### src/rtl/core/scs_pkg.sv
// ============================================================================
// scs_pkg - stick calibration sequencer package
// Shared types, phase codes, register indexes and Q2.14 constants.
// ============================================================================
package scs_pkg;

  // number of stick values carried by one input transaction
  localparam int StickInputs = 4;

  // stream widths; the data widths are whole bytes
  localparam int InDataW  = 96;
  localparam int InUserW  = 2;
  localparam int OutDataW = 56;
  localparam int OutUserW = 2;

  // config port
  localparam int CfgIdxW  = 2;
  localparam int CfgDataW = 16;
  localparam logic [CfgIdxW-1:0] CfgShortTimeout = 2'd0;
  localparam logic [CfgIdxW-1:0] CfgLongTimeout  = 2'd1;
  localparam logic [CfgIdxW-1:0] CfgPassThresh   = 2'd2;

  // register reset values
  localparam logic [15:0] DefShortMs = 16'd5000;
  localparam logic [15:0] DefLongMs  = 16'd20000;
  localparam logic [14:0] DefThresh  = 15'd13107;

  // Q2.14 unity
  localparam logic signed [15:0] QOne    = 16'sd16384;
  localparam logic signed [15:0] QNegOne = -16'sd16384;
  localparam logic signed [15:0] QZero   = 16'sd0;

  typedef enum logic [2:0] {
    PhIdle      = 3'd0,
    PhStart     = 3'd1,
    PhCapture   = 3'd2,
    PhWait      = 3'd3,
    PhConfirmed = 3'd4,
    PhTimeout   = 3'd5,
    PhSuccess   = 3'd6,
    PhFailed    = 3'd7
  } phase_e;

  typedef enum logic [2:0] {
    LopHold,
    LopStart,
    LopCapture,
    LopWait,
    LopRestore
  } lane_op_e;

  // control sent to every lane
  typedef struct packed {
    logic        en;
    lane_op_e    op;
    logic [14:0] thr;
  } lane_ctrl_t;

  // calibration record of one role
  typedef struct packed {
    logic [15:0] cal_max;
    logic [15:0] cal_center;
    logic [15:0] cal_min;
  } lane_rec_t;

  // per-item status shared by all results of the item
  typedef struct packed {
    logic       save;
    logic       gest;
    logic [2:0] phase;
  } item_meta_t;

endpackage

### src/rtl/core/stick_calibration_sequencer_core.sv
// ============================================================================
// stick_calibration_sequencer_core - stick calibration wizard
// Phase sequencer driving one lane per stick role, an AND merge of the lane
// pass flags, and a serializer that reports one result per reported role.
// ============================================================================
//
//  channel   dir   handshake                 payload
//  s_axis    in    s_axis_tvalid/tready      tdata: samples, tuser: command
//  m_axis    out   m_axis_tvalid/tready      tdata: calibration, tuser: role,
//                                            tlast: final role of the item
//  cfg       in    cfg_we_i (no wait)        cfg_idx_i, cfg_wdata_i
//
// order: an accepted item updates all lanes together; its results start
//   the next cycle, one per cycle while m_axis_tready_i is high, one
//   per reported role (min(ROLE_COUNT, 4)), from the serializer's single port
// a new item is taken in the cycle the last result of the previous one leaves
// reset: asynchronous, restores phase idle and the -1/0/+1 scale on all roles
// stalls: a stalled output holds the snapshot and holds s_axis_tready low
//
module stick_calibration_sequencer_core
  import scs_pkg::*;
#(
  parameter int ROLE_COUNT = 4
) (
  input  logic                clk_i,
  input  logic                rst_ni,
  // input stream
  input  logic                s_axis_tvalid_i,
  output logic                s_axis_tready_o,
  // [31:0] now_ms, [47:32] stick_a, [63:48] stick_b, [79:64] stick_c,
  // [95:80] stick_d
  input  logic [InDataW-1:0]  s_axis_tdata_i,
  // [0] cmd, [1] long_sel
  input  logic [InUserW-1:0]  s_axis_tuser_i,
  // result stream
  output logic                m_axis_tvalid_o,
  input  logic                m_axis_tready_i,
  // [15:0] out_min, [31:16] out_center, [47:32] out_max, [50:48] phase,
  // [51] gestures_off, [52] save_request, [55:53] zero
  output logic [OutDataW-1:0] m_axis_tdata_o,
  // [1:0] role
  output logic [OutUserW-1:0] m_axis_tuser_o,
  output logic                m_axis_tlast_o,
  // configuration writes
  input  logic                cfg_we_i,
  input  logic [CfgIdxW-1:0]  cfg_idx_i,
  input  logic [CfgDataW-1:0] cfg_wdata_i
);

  // reported roles
  localparam int NRES = (ROLE_COUNT < StickInputs) ? ROLE_COUNT : StickInputs;

  // ---------------------------------------------------------------- config
  logic [15:0] short_ms_q, long_ms_q;
  logic [14:0] thresh_q;

  always_ff @(posedge clk_i or negedge rst_ni) begin
    if (!rst_ni) begin
      short_ms_q <= DefShortMs;
      long_ms_q  <= DefLongMs;
      thresh_q   <= DefThresh;
    end else if (cfg_we_i) begin
      case (cfg_idx_i)
        CfgShortTimeout: short_ms_q <= cfg_wdata_i;
        CfgLongTimeout:  long_ms_q  <= cfg_wdata_i;
        CfgPassThresh:   thresh_q   <= cfg_wdata_i[14:0];
        default: ;
      endcase
    end
  end

  // ---------------------------------------------------------------- input
  logic        s_accept;
  logic        cmd_start, long_sel;
  logic [31:0] now_ms;

  assign s_accept  = s_axis_tvalid_i && s_axis_tready_o;
  assign cmd_start = s_axis_tuser_i[0];
  assign long_sel  = s_axis_tuser_i[1];
  assign now_ms    = s_axis_tdata_i[31:0];

  // ---------------------------------------------------------------- sequencer state
  phase_e      phase_q, phase_d;
  logic [31:0] start_ms_q, start_ms_d;
  logic [15:0] timeout_q, timeout_d;
  logic        gest_q, gest_d;
  logic        save_w;
  lane_op_e    lane_op;
  logic        timed_out;
  logic        pass_all;
  logic [31:0] elapsed;

  // wrapping elapsed time against the active timeout
  assign elapsed   = now_ms - start_ms_q;
  assign timed_out = elapsed > {16'd0, timeout_q};

  // next phase
  always_comb begin
    phase_d = phase_q;
    if (cmd_start) begin
      phase_d = PhStart;
    end else begin
      case (phase_q)
        PhStart:     phase_d = PhCapture;
        PhCapture:   if (timed_out) phase_d = PhWait;
        PhWait: begin
          // timeout wins over a pass in the same tick
          if (timed_out) phase_d = PhTimeout;
          else if (pass_all) phase_d = PhConfirmed;
        end
        PhConfirmed: phase_d = PhSuccess;
        PhTimeout:   phase_d = PhFailed;
        default: ;
      endcase
    end
  end

  // per-phase actions
  always_comb begin
    lane_op    = LopHold;
    save_w     = 1'b0;
    gest_d     = gest_q;
    start_ms_d = start_ms_q;
    timeout_d  = timeout_q;
    if (cmd_start) begin
      // start only arms; the item reports current calibration
      timeout_d = long_sel ? long_ms_q : short_ms_q;
    end else begin
      case (phase_q)
        PhStart: begin
          lane_op    = LopStart;
          start_ms_d = now_ms;
          gest_d     = 1'b1;
        end
        PhCapture: begin
          lane_op = LopCapture;
          if (timed_out) start_ms_d = now_ms;
        end
        PhWait: begin
          lane_op = LopWait;
          if (timed_out) start_ms_d = now_ms;
        end
        PhConfirmed: begin
          save_w = 1'b1;
          gest_d = 1'b0;
        end
        PhTimeout: begin
          lane_op = LopRestore;
          gest_d  = 1'b0;
        end
        default: ;
      endcase
    end
  end

  always_ff @(posedge clk_i or negedge rst_ni) begin
    if (!rst_ni) begin
      phase_q    <= PhIdle;
      start_ms_q <= '0;
      timeout_q  <= DefShortMs;
      gest_q     <= 1'b0;
    end else if (s_accept) begin
      phase_q    <= phase_d;
      start_ms_q <= start_ms_d;
      timeout_q  <= timeout_d;
      gest_q     <= gest_d;
    end
  end

  // ---------------------------------------------------------------- lanes
  lane_ctrl_t              lane_ctrl;
  lane_rec_t               rec_w [ROLE_COUNT];
  lane_rec_t               rep_w [NRES];
  logic [ROLE_COUNT-1:0]   pass_w;

  assign lane_ctrl.en  = s_accept;
  assign lane_ctrl.op  = lane_op;
  assign lane_ctrl.thr = thresh_q;

  for (genvar g = 0; g < ROLE_COUNT; g++) begin : g_lane
    logic signed [15:0] value;
    if (g < StickInputs) begin : g_stick
      assign value = $signed(s_axis_tdata_i[32 + 16*g +: 16]);
    end else begin : g_zero
      // roles beyond the carried sticks read zero and never pass
      assign value = QZero;
    end
    scs_lane u_lane (
      .clk_i   (clk_i),
      .rst_ni  (rst_ni),
      .ctrl_i  (lane_ctrl),
      .value_i (value),
      .rec_o   (rec_w[g]),
      .pass_o  (pass_w[g])
    );
  end

  for (genvar r = 0; r < NRES; r++) begin : g_rep
    assign rep_w[r] = rec_w[r];
  end

  // merge: every role must pass both ways
  assign pass_all = &pass_w;

  // ---------------------------------------------------------------- output
  item_meta_t meta;

  assign meta.save  = save_w;
  assign meta.gest  = gest_d;
  assign meta.phase = phase_d;

  scs_serializer #(
    .NRES (NRES)
  ) u_ser (
    .clk_i      (clk_i),
    .rst_ni     (rst_ni),
    .load_i     (s_accept),
    .recs_i     (rep_w),
    .meta_i     (meta),
    .ready_o    (s_axis_tready_o),
    .m_tvalid_o (m_axis_tvalid_o),
    .m_tready_i (m_axis_tready_i),
    .m_tdata_o  (m_axis_tdata_o),
    .m_tuser_o  (m_axis_tuser_o),
    .m_tlast_o  (m_axis_tlast_o)
  );

  // ---------------------------------------------------------------- assertions
  // save request only ever accompanies the success phase
  a_save_success: assert property (@(posedge clk_i) disable iff (!rst_ni)
    (m_axis_tvalid_o && m_axis_tdata_o[52]) |-> (m_axis_tdata_o[50:48] == PhSuccess))
    else $error("save request outside success phase");

  // a start command always lands in the start phase
  a_start_phase: assert property (@(posedge clk_i) disable iff (!rst_ni)
    (s_accept && cmd_start) |=> (phase_q == PhStart))
    else $error("start command did not arm the wizard");

  // capture, wait, confirmed and timeout only run with gestures locked
  a_lock_running: assert property (@(posedge clk_i) disable iff (!rst_ni)
    (phase_q == PhCapture || phase_q == PhWait || phase_q == PhConfirmed ||
     phase_q == PhTimeout) |-> gest_q)
    else $error("wizard running with gestures unlocked");

  // an empty output side always takes input
  a_ready_empty: assert property (@(posedge clk_i) disable iff (!rst_ni)
    !m_axis_tvalid_o |-> s_axis_tready_o)
    else $error("input stalled with no pending results");

endmodule

### src/rtl/core/scs_lane.sv
// ============================================================================
// scs_lane - per-role calibration lane
// Holds min/centre/max and the test extremes of one stick role.
// ============================================================================
module scs_lane
  import scs_pkg::*;
(
  input  logic              clk_i,
  input  logic              rst_ni,
  input  lane_ctrl_t        ctrl_i,
  input  logic signed [15:0] value_i,
  output lane_rec_t         rec_o,
  output logic              pass_o
);

  logic signed [15:0] min_q, min_d;
  logic signed [15:0] ctr_q, ctr_d;
  logic signed [15:0] max_q, max_d;
  logic signed [15:0] high_q, high_d;
  logic signed [15:0] low_q, low_d;
  logic signed [15:0] thr_pos, thr_neg;

  always_comb begin
    min_d  = min_q;
    ctr_d  = ctr_q;
    max_d  = max_q;
    high_d = high_q;
    low_d  = low_q;
    case (ctrl_i.op)
      LopStart: begin
        min_d  = QOne;
        ctr_d  = value_i;
        max_d  = QNegOne;
        high_d = QNegOne;
        low_d  = QOne;
      end
      LopCapture: begin
        if (value_i > max_q) max_d = value_i;
        if (value_i < min_q) min_d = value_i;
      end
      LopWait: begin
        if (value_i > high_q) high_d = value_i;
        if (value_i < low_q) low_d = value_i;
      end
      LopRestore: begin
        min_d = QNegOne;
        ctr_d = QZero;
        max_d = QOne;
      end
      default: ;
    endcase
  end

  // threshold fits in 15 bits, so both signs fit in 16
  assign thr_pos = $signed({1'b0, ctrl_i.thr});
  assign thr_neg = QZero - thr_pos;
  assign pass_o  = (high_d > thr_pos) && (low_d < thr_neg);

  assign rec_o.cal_min    = min_d;
  assign rec_o.cal_center = ctr_d;
  assign rec_o.cal_max    = max_d;

  always_ff @(posedge clk_i or negedge rst_ni) begin
    if (!rst_ni) begin
      min_q  <= QNegOne;
      ctr_q  <= QZero;
      max_q  <= QOne;
      high_q <= QNegOne;
      low_q  <= QOne;
    end else if (ctrl_i.en) begin
      min_q  <= min_d;
      ctr_q  <= ctr_d;
      max_q  <= max_d;
      high_q <= high_d;
      low_q  <= low_d;
    end
  end

endmodule

### src/rtl/core/scs_serializer.sv
// ============================================================================
// scs_serializer - result snapshot and role serializer
// Captures the post-item calibration of all reported roles and sends one
// role result per transaction.
// ============================================================================
module scs_serializer
  import scs_pkg::*;
#(
  parameter int NRES = 4
) (
  input  logic                clk_i,
  input  logic                rst_ni,
  input  logic                load_i,
  input  lane_rec_t           recs_i [NRES],
  input  item_meta_t          meta_i,
  output logic                ready_o,
  output logic                m_tvalid_o,
  input  logic                m_tready_i,
  output logic [OutDataW-1:0] m_tdata_o,
  output logic [OutUserW-1:0] m_tuser_o,
  output logic                m_tlast_o
);

  localparam int IdxW = (NRES > 1) ? $clog2(NRES) : 1;
  localparam logic [IdxW-1:0] LastIdx = IdxW'(NRES - 1);

  lane_rec_t       recs_q [NRES];
  item_meta_t      meta_q;
  logic            valid_q, valid_d;
  logic [IdxW-1:0] idx_q, idx_d;
  logic            is_last, take;
  lane_rec_t       cur;

  assign is_last = (idx_q == LastIdx);
  assign take    = valid_q && m_tready_i;
  assign ready_o = !valid_q || (m_tready_i && is_last);

  always_comb begin
    valid_d = valid_q;
    idx_d   = idx_q;
    if (load_i) begin
      valid_d = 1'b1;
      idx_d   = '0;
    end else if (take) begin
      if (is_last) begin
        valid_d = 1'b0;
      end else begin
        idx_d = idx_q + IdxW'(1);
      end
    end
  end

  always_ff @(posedge clk_i or negedge rst_ni) begin
    if (!rst_ni) begin
      valid_q <= 1'b0;
      idx_q   <= '0;
    end else begin
      valid_q <= valid_d;
      idx_q   <= idx_d;
    end
  end

  // snapshot payload, no reset needed
  always_ff @(posedge clk_i) begin
    if (load_i) begin
      recs_q <= recs_i;
      meta_q <= meta_i;
    end
  end

  assign cur        = recs_q[idx_q];
  assign m_tvalid_o = valid_q;
  assign m_tlast_o  = is_last;
  assign m_tuser_o  = OutUserW'(idx_q);
  assign m_tdata_o  = {3'b000, meta_q.save, meta_q.gest, meta_q.phase,
                       cur.cal_max, cur.cal_center, cur.cal_min};

endmodule
### config.mk
export PLATFORM = sky130hd
export DESIGN_NAME = stick_calibration_sequencer_core
export DESIGN_NICKNAME = d
export VERILOG_FILES = /design/src/rtl/core/scs_pkg.sv /design/src/rtl/core/stick_calibration_sequencer_core.sv /design/src/rtl/core/scs_lane.sv /design/src/rtl/core/scs_serializer.sv
export SDC_FILE = /design/constraint.sdc
export NUM_CORES = 2
export LEC_CHECK = 0
export BUFFER_PORTS_ARGS = -buffer_cell sky130_fd_sc_hd__buf_4
export CORE_ASPECT_RATIO = 0.7
export CORE_MARGIN = 1.5
export CORE_UTILIZATION = 58
export CTS_CLUSTER_DIAMETER = 40
export DETAILED_ROUTE_END_ITERATION = 8
export GPL_TIMING_DRIVEN = 0
export PLACE_DENSITY = 0.77
export SYNTH_ARGS = -nofsm -noshare
export SYNTH_HDL_FRONTEND = slang
export SYNTH_SLANG_ARGS = --single-unit
### constraint.sdc
create_clock -name clk_i -period 12.5 [get_ports clk_i]
set_input_delay 0.625 -clock clk_i [delete_from_list [all_inputs] [get_ports clk_i]]
set_output_delay 0.625 -clock clk_i [all_outputs]
set_load 0.02 [all_outputs]
* Word level (Yosys, flattened, before mapping)
Cells that the tools add are included.
** Storage, ports and cells
- Word-level logic and storage cells :: 170
- Input port bits :: 121
- Output and inout port bits :: 61
- Register bits :: 619
** Cells by class
- Reductions and logical operators :: 23
- Bitwise gates (word level) :: 2
- Mux-type cells :: 58
- $lt $le $gt $ge :: 26
- Equal/unequal tests :: 14
- $add $sub $neg :: 3
** Operator list (number)
- $pmux 16 s2 :: 12
- $pmux 16 s3 :: 8
- $mux 16 :: 17
- $gt 16x16->1 :: 12
- $lt 16x16->1 :: 12
- $bmux 48 s2 :: 1
- $mux 48 :: 2
- $pmux 32 s2 :: 1
- $gt 32x16->1 :: 1
- $mux 32 :: 1
- $sub 32x32->32 :: 1
- $sub 1x15->16 const A :: 1
- $mux 3 :: 5
- $pmux 3 s5 :: 1
- $eq 3x2->1 const B :: 4
- $pmux 3 s4 :: 1
- $reduce_and 2->1 :: 6
- $eq 3x3->1 const B :: 3
- $reduce_and 4->1 :: 2
- $logic_and 1x1->1 :: 7
- $eq 3x1->1 const B :: 2
- $mux 2 :: 3
- $reduce_bool 2->1 :: 3
- $mux 1 :: 5
- 13 further kinds :: 15

* Depth between registers and ports, before layout
- Word-level depth :: 12
- Mapped depth :: 24
- Gate-level depth less buffers :: 23

* By module
Synthesis repeated with hierarchy kept, for this count alone.
** Second synthesis, totals
- Cell total of the unflattened synthesis :: 4137
- Area, all modules :: 41051.9 µm²
** Modules (own cells, without submodules)
- scs_lane (g_lane[0].u_lane ...) :: instances 3, seq. area each 2009.4 µm², cells an instance 779, area an instance 6667.6 µm²
- scs_serializer :: instances 1, seq. area each 5990.7 µm², cells an instance 274, area an instance 7317.0 µm²
- stick_calibration_sequencer_core :: instances 1, seq. area each 2506.2 µm², cells an instance 775, area an instance 6906.6 µm²
- scs_lane (g_lane[1].u_lane) :: instances 1, seq. area each 2009.4 µm², cells an instance 751, area an instance 6825.3 µm²

* Worst setup path before layout
Ideal clock, no wire load.
- Kind :: reg2reg
- Start point :: register u_ser.idx_q[1], in the netlist u_ser.m_tuser_o[1]
- End point :: register u_ser.meta_q (netlist bit u_ser.m_tdata_o[48]) (enable)
- Arrival :: 7.473 ns
- Path slack :: 4.390 ns
- Stages on the path, launching flop included :: 9
- Data required time :: 11.863 ns
- Period minus slack after synthesis :: 8.110 ns
- Buffers on the path :: 3
- Cell sequence :: dfrtp_1 -> ha_1 -> nand2_1 -> nand2_1 -> nand2_1 -> inv_1 -> clkbuf_1 -> clkbuf_1 -> buf_1
** RTL lines
- start, declared :: line scs_serializer.sv:30 : logic [IdxW-1:0] idx_q, idx_d;
- start signal, assigned :: line scs_serializer.sv:59 : idx_q <= idx_d;
- end signal, assigned :: line scs_serializer.sv:67 : meta_q <= meta_i;
- end, declared :: line scs_serializer.sv:28 : item_meta_t meta_q;

* Worst setup path after layout
- Start point :: register phase_q[2]
- End point :: register u_ser.meta_q (netlist bit u_ser.m_tdata_o[50]) (data pin)
** On the way
- Longest elaborated chain between the ends :: 12
- Elaborated cells between the ends (all ways) :: 35
- Those cells by class :: 8 x order compare; 7 x eq/ne; 15 x mux; 5 x reduce/logical
** RTL lines
- start, declared :: line stick_calibration_sequencer_core.sv:83 : phase_e phase_q, phase_d;
- start signal, assigned :: line stick_calibration_sequencer_core.sv:158 : phase_q <= PhIdle;
- start signal, assigned :: line stick_calibration_sequencer_core.sv:163 : phase_q <= phase_d;
- $eq 3x3->1 (tied with other cells) :: line stick_calibration_sequencer_core.sv:129 : case (phase_q)
- $pmux 3 s4 (*) :: line stick_calibration_sequencer_core.sv:129
- $mux 3 (*) :: line stick_calibration_sequencer_core.sv:125 : if (cmd_start) begin
- $eq 3x2->1 / $eq 3x1->1 (equally long branches) :: line scs_lane.sv:29 : case (ctrl_i.op)
- $pmux 16 s2 (*) :: line scs_lane.sv:29
- named net g_lane[2].u_lane.low_d[9] :: line scs_lane.sv:20 : logic signed [15:0] low_q, low_d;
- $lt 16x16->1 (*) :: line scs_lane.sv:57 : assign pass_o = (high_d > thr_pos) && (low_d < thr_neg);
- $logic_and 1x1->1 (*) :: line scs_lane.sv:57
- $reduce_and 4->1 (*) :: line stick_calibration_sequencer_core.sv:203 : assign pass_all = &pass_w;
- $mux 3 (*) :: line stick_calibration_sequencer_core.sv:109 : else if (pass_all) phase_d = PhConfirmed;
- $mux 3 (*) :: line stick_calibration_sequencer_core.sv:108 : if (timed_out) phase_d = PhTimeout;
- $pmux 3 s5 (*) :: line stick_calibration_sequencer_core.sv:103 : case (phase_q)
- $mux 3 (*) :: line stick_calibration_sequencer_core.sv:100 : if (cmd_start) begin
- named net phase_d[2] :: line stick_calibration_sequencer_core.sv:83
The timed path passes the listed nets; every way through them passes the cells marked *.
A chain may end at the register's enable or synchronous reset.

==> flow_summary.toml <==
[layout]
multiInputGateArea_sq_mm = 0.0199
final_nets = 4684
syn_to_final_growth_pct = 14.9
drive_gt1_share_pct = 13.6
seq_area_sq_mm = 0.0165
final_cell_mix = "nand2_1, ha_1, inv_1"
final_common_cell = "nand2_1"
num-fill-cells = 4981

[setup_path]
path_max_fanout = 10
cp.required_ps = 12940
cp-start-kind = "flip-flop"
crit_path_end_kind = "flip-flop"
worstPathArrival_ps = 8390
critPathKind = "reg2reg"

[placed_design]
gp_congestion = 1.05
numPortBuffers = 176
dpl.hpwl_um = 102000

[routing]
drt_iter0_drc = 4416
vias_per_cell = 6.61
vias = 33708
drtPass1Iterations = 6
routed_wl_um = 138000
detail-route-antenna-nets = 0
drc = 0
routedWlPerCell_um = 27.0

[pwr]
pwr-share-comb_pct = 47.0
clkPwrFrac_pct = 23.3
switchingPower_uw = 4630
switching_share_pct = 42.1
p_int_uw = 6380
power_density_mw_per_mm2 = 248
power_frac_seq_pct = 29.7
leakagePower_uw = 0.0197
ir_worst_vdd_mv = 0.151

[synthesis]
synth_seq_area_share_pct = 42.9
syn_area_per_cell_sq_um = 9.98
synth_flop_cell = "dfrtp_1"
synth-seq-cells = 619
async_flop_share_pct = 68.2
synth_cell_types = 89
syn_area_sq_mm = 0.0386
synth_warnings = 0
synth_edf_count = 197
synthCells = 3867

[timing]
setup_violations = 0
worstMarginPinSlew_ps = 1530
max_slew_margin_pct = -2.51
fmax_ghz = 0.126
post-route-period-util_pct = 63.7
skew_ps = 45.3
rsz0062_at_grt = "false"
post-route-min-period_ps = 7960
tns_ps = 0
final_max_slew_viol_count = 8
hold_violations = 0
hold_slack_ps = 10.3

[clocking]
clkTransAtPathRegs_ps = 60
ctsHoldBuffers = 0
postCtsSetupRepairBufs = 0
ctsResizeCount = 0
h-tree-depth = 3
clock_path_buffers = 3
cts_root_buf = "clkbuf_16"
cts_made_buffers = 86
cts_tree = "built"
clkLatencyLatePin_ps = 670
clock_sinks = 619

[run]
maxCapViolCount = 4

[global_routing]
grt_start_max_net_pins = 120
grt_pass1_wl_um = 201000
grt_antenna_before_repair = 12
grt_usage_pct = 40.0
grt-ovfl-total = 0
grt_pass1_vias = 31311

[floorplan]
start_util_pct = 59.1
die_w_um = 311
die_h_um = 219
io_pins = 182
coreArea_sq_mm = 0.0653
row_count = 78
die_area_sq_mm = 0.0681

[run_status]
failed_checks = "max-capacitance violations, max-slew violations"
status = "finished, violations left"

[min_path]
holdCritPathClass = "in2async"
==> cells by family (layout without fill, tap and decap cells) <==
logic type	count (synthesis)	in the layout	share of synthesized area [%]
buffers and inverters	569	914	5.65
adders and majority gates	421	421	13.7
muxes	173	173	6.38
and+or+nand+nor	955	955	11.2
xor gates and xnor gates	27	27	0.613
other	1	11	0.00972
AOI/OAI and AO/OA	1102	1102	19.6
DFF	619	619	42.9
==> metrics by stage <==
stage / area, sq um / setup WS [ps] / power [uW] / utilization, % / std cells
after global routing: 44300 / 4510 / 11600 / 67.9 / 5094
final: 44300 / 4540 / 11000 / 67.9 / 5102
after floorplan: 38600 / 4390 / 6550 / - / 3869
after global placement: 41000 / 204 / 8060 / 62.8 / 4925
after CTS: 44300 / 5100 / 10800 / 67.8 / 5094
after detailed placement: 41200 / 5110 / 8180 / 63.2 / 4934
==> power groups by stage <==
stage	Clock, uW	Combinational [uW]	Sequential, uW
after floorplan	0	3400	3140
after global placement	0	4780	3280
after detailed placement	0	4920	3260
after CTS	2570	4980	3240
after global routing	2660	5600	3320
final	2570	5170	3270
==> area by class of cell <==
| cell class | count | share of cell area [%] |
|---|---|---|
| diodes | 8 | 0.0451 |
| plain buffers | 173 | 1.56 |
| clock buffers | 115 | 5.68 |
| clock inverters | 45 | 1.18 |
| inverters | 396 | 3.35 |
| multi-input cells | 2681 | 44.9 |
| flip-flops and latches | 619 | 37.3 |
| well taps | 880 | 2.48 |
| repair buffers | 185 | 3.47 |
==> routing by layer <==
layer | part of all wire (%) | global-route usage [%]
met1 | 41 | 56.4
met2 | 37 | 50.7
met3 | 19 | 22.6
met4 | 3.3 | 12.5
met5 | 0.15 | 1.85
==> worst max-delay path, stage by stage, from the launching register on <==
cell       delay, ps
dfrtp_1          410
clkbuf_1         250
inv_1            170
ha_1             510
clkinv_1         640
nor2_1          1120
and2_1           250
clkbuf_1         310
clkbuf_1         440
a22o_1           250
ha_1             250
a21o_1           180
a21o_1           180
a21o_1           200
a2111oi_0        620
and3_1           270
a221o_1          220
nand4_1          310
nor4_2           530
or2_1            260
nor3_2            80
nor2_1           260
==> path summary, 6_finish.rpt <==
check / start / endpoint / slack, ps / cells past startpoint
setup / recovery: phase_q[2]$_DFFE_PN0P_ / u_ser.m_tdata_o[50]$_DFFE_PP_ / 4540 / 21
hold / removal: rst_ni / g_lane[1].u_lane.ctr_q[8]$_DFFE_PN0P_ / 10 / 2
setup reg to reg: phase_q[2]$_DFFE_PN0P_ / u_ser.m_tdata_o[50]$_DFFE_PP_ / 4540 / 21
hold reg to reg: g_lane[1].u_lane.ctr_q[7]$_DFFE_PN0P_ / g_lane[1].u_lane.ctr_q[7]$_DFFE_PN0P_ / 470 / 2
max in group asynchronous: rst_ni / long_ms_q[12]$_DFFE_PN0P_ / 10960 / 4
min in group clk_i: s_axis_tvalid_i / u_ser.m_tvalid_o$_DFFE_PN0P_ / 160 / 2
==> flip-flops by register name, indices dropped and copies added, names as in the netlist <==
signal and cells:
g_lane.u_lane.high_q 64, g_lane.u_lane.low_q 64, timeout_q 16, g_lane.u_lane.max_q 64
phase_q 3, u_ser.m_tuser_o 2, long_ms_q 16, thresh_q 15
start_ms_q 32, short_ms_q 16, g_lane.u_lane.min_q 64, g_lane.u_lane.ctr_q 64
gest_q 1, u_ser.recs_q 192, u_ser.m_tdata_o 5, u_ser.m_tvalid_o 1
==> synthesized netlist by cell type, types with 9 or more instances <==
cell       number  area [sq um]
mux2i_1        23           230
nand4_1        71           444
or4_1           9          67.6
a211oi_1       24           180
nor2b_1        25           156
dfstp_2        47          1230
and3_1         11          68.8
a21o_1         88           661
a21oi_1       148           741
nand2_1       532          2000
a2111oi_0      14           123
a22oi_1        18           135
nand2b_1       27           169
nor3_1         29           145
o21ai_0       320          1600
nand3_1        84           420
clkbuf_1      148           556
o211ai_1       29           218
nor2_1        104           390
a31oi_1        19           119
o31ai_1        26           195
ha_1          420          5260
a22o_1        264          2310
xnor2_1        20           175
o22ai_1         9          56.3
nor4_1         16           100
o21a_1         42           315
inv_1         395          1480
a211o_1        11          96.3
dfrtp_1       375          9380
buf_1          14          52.6
mux2_2         98          1100
edfxtp_1      197          5920
mux4_2         48          1080
Power figures use the tool's default switching activity.
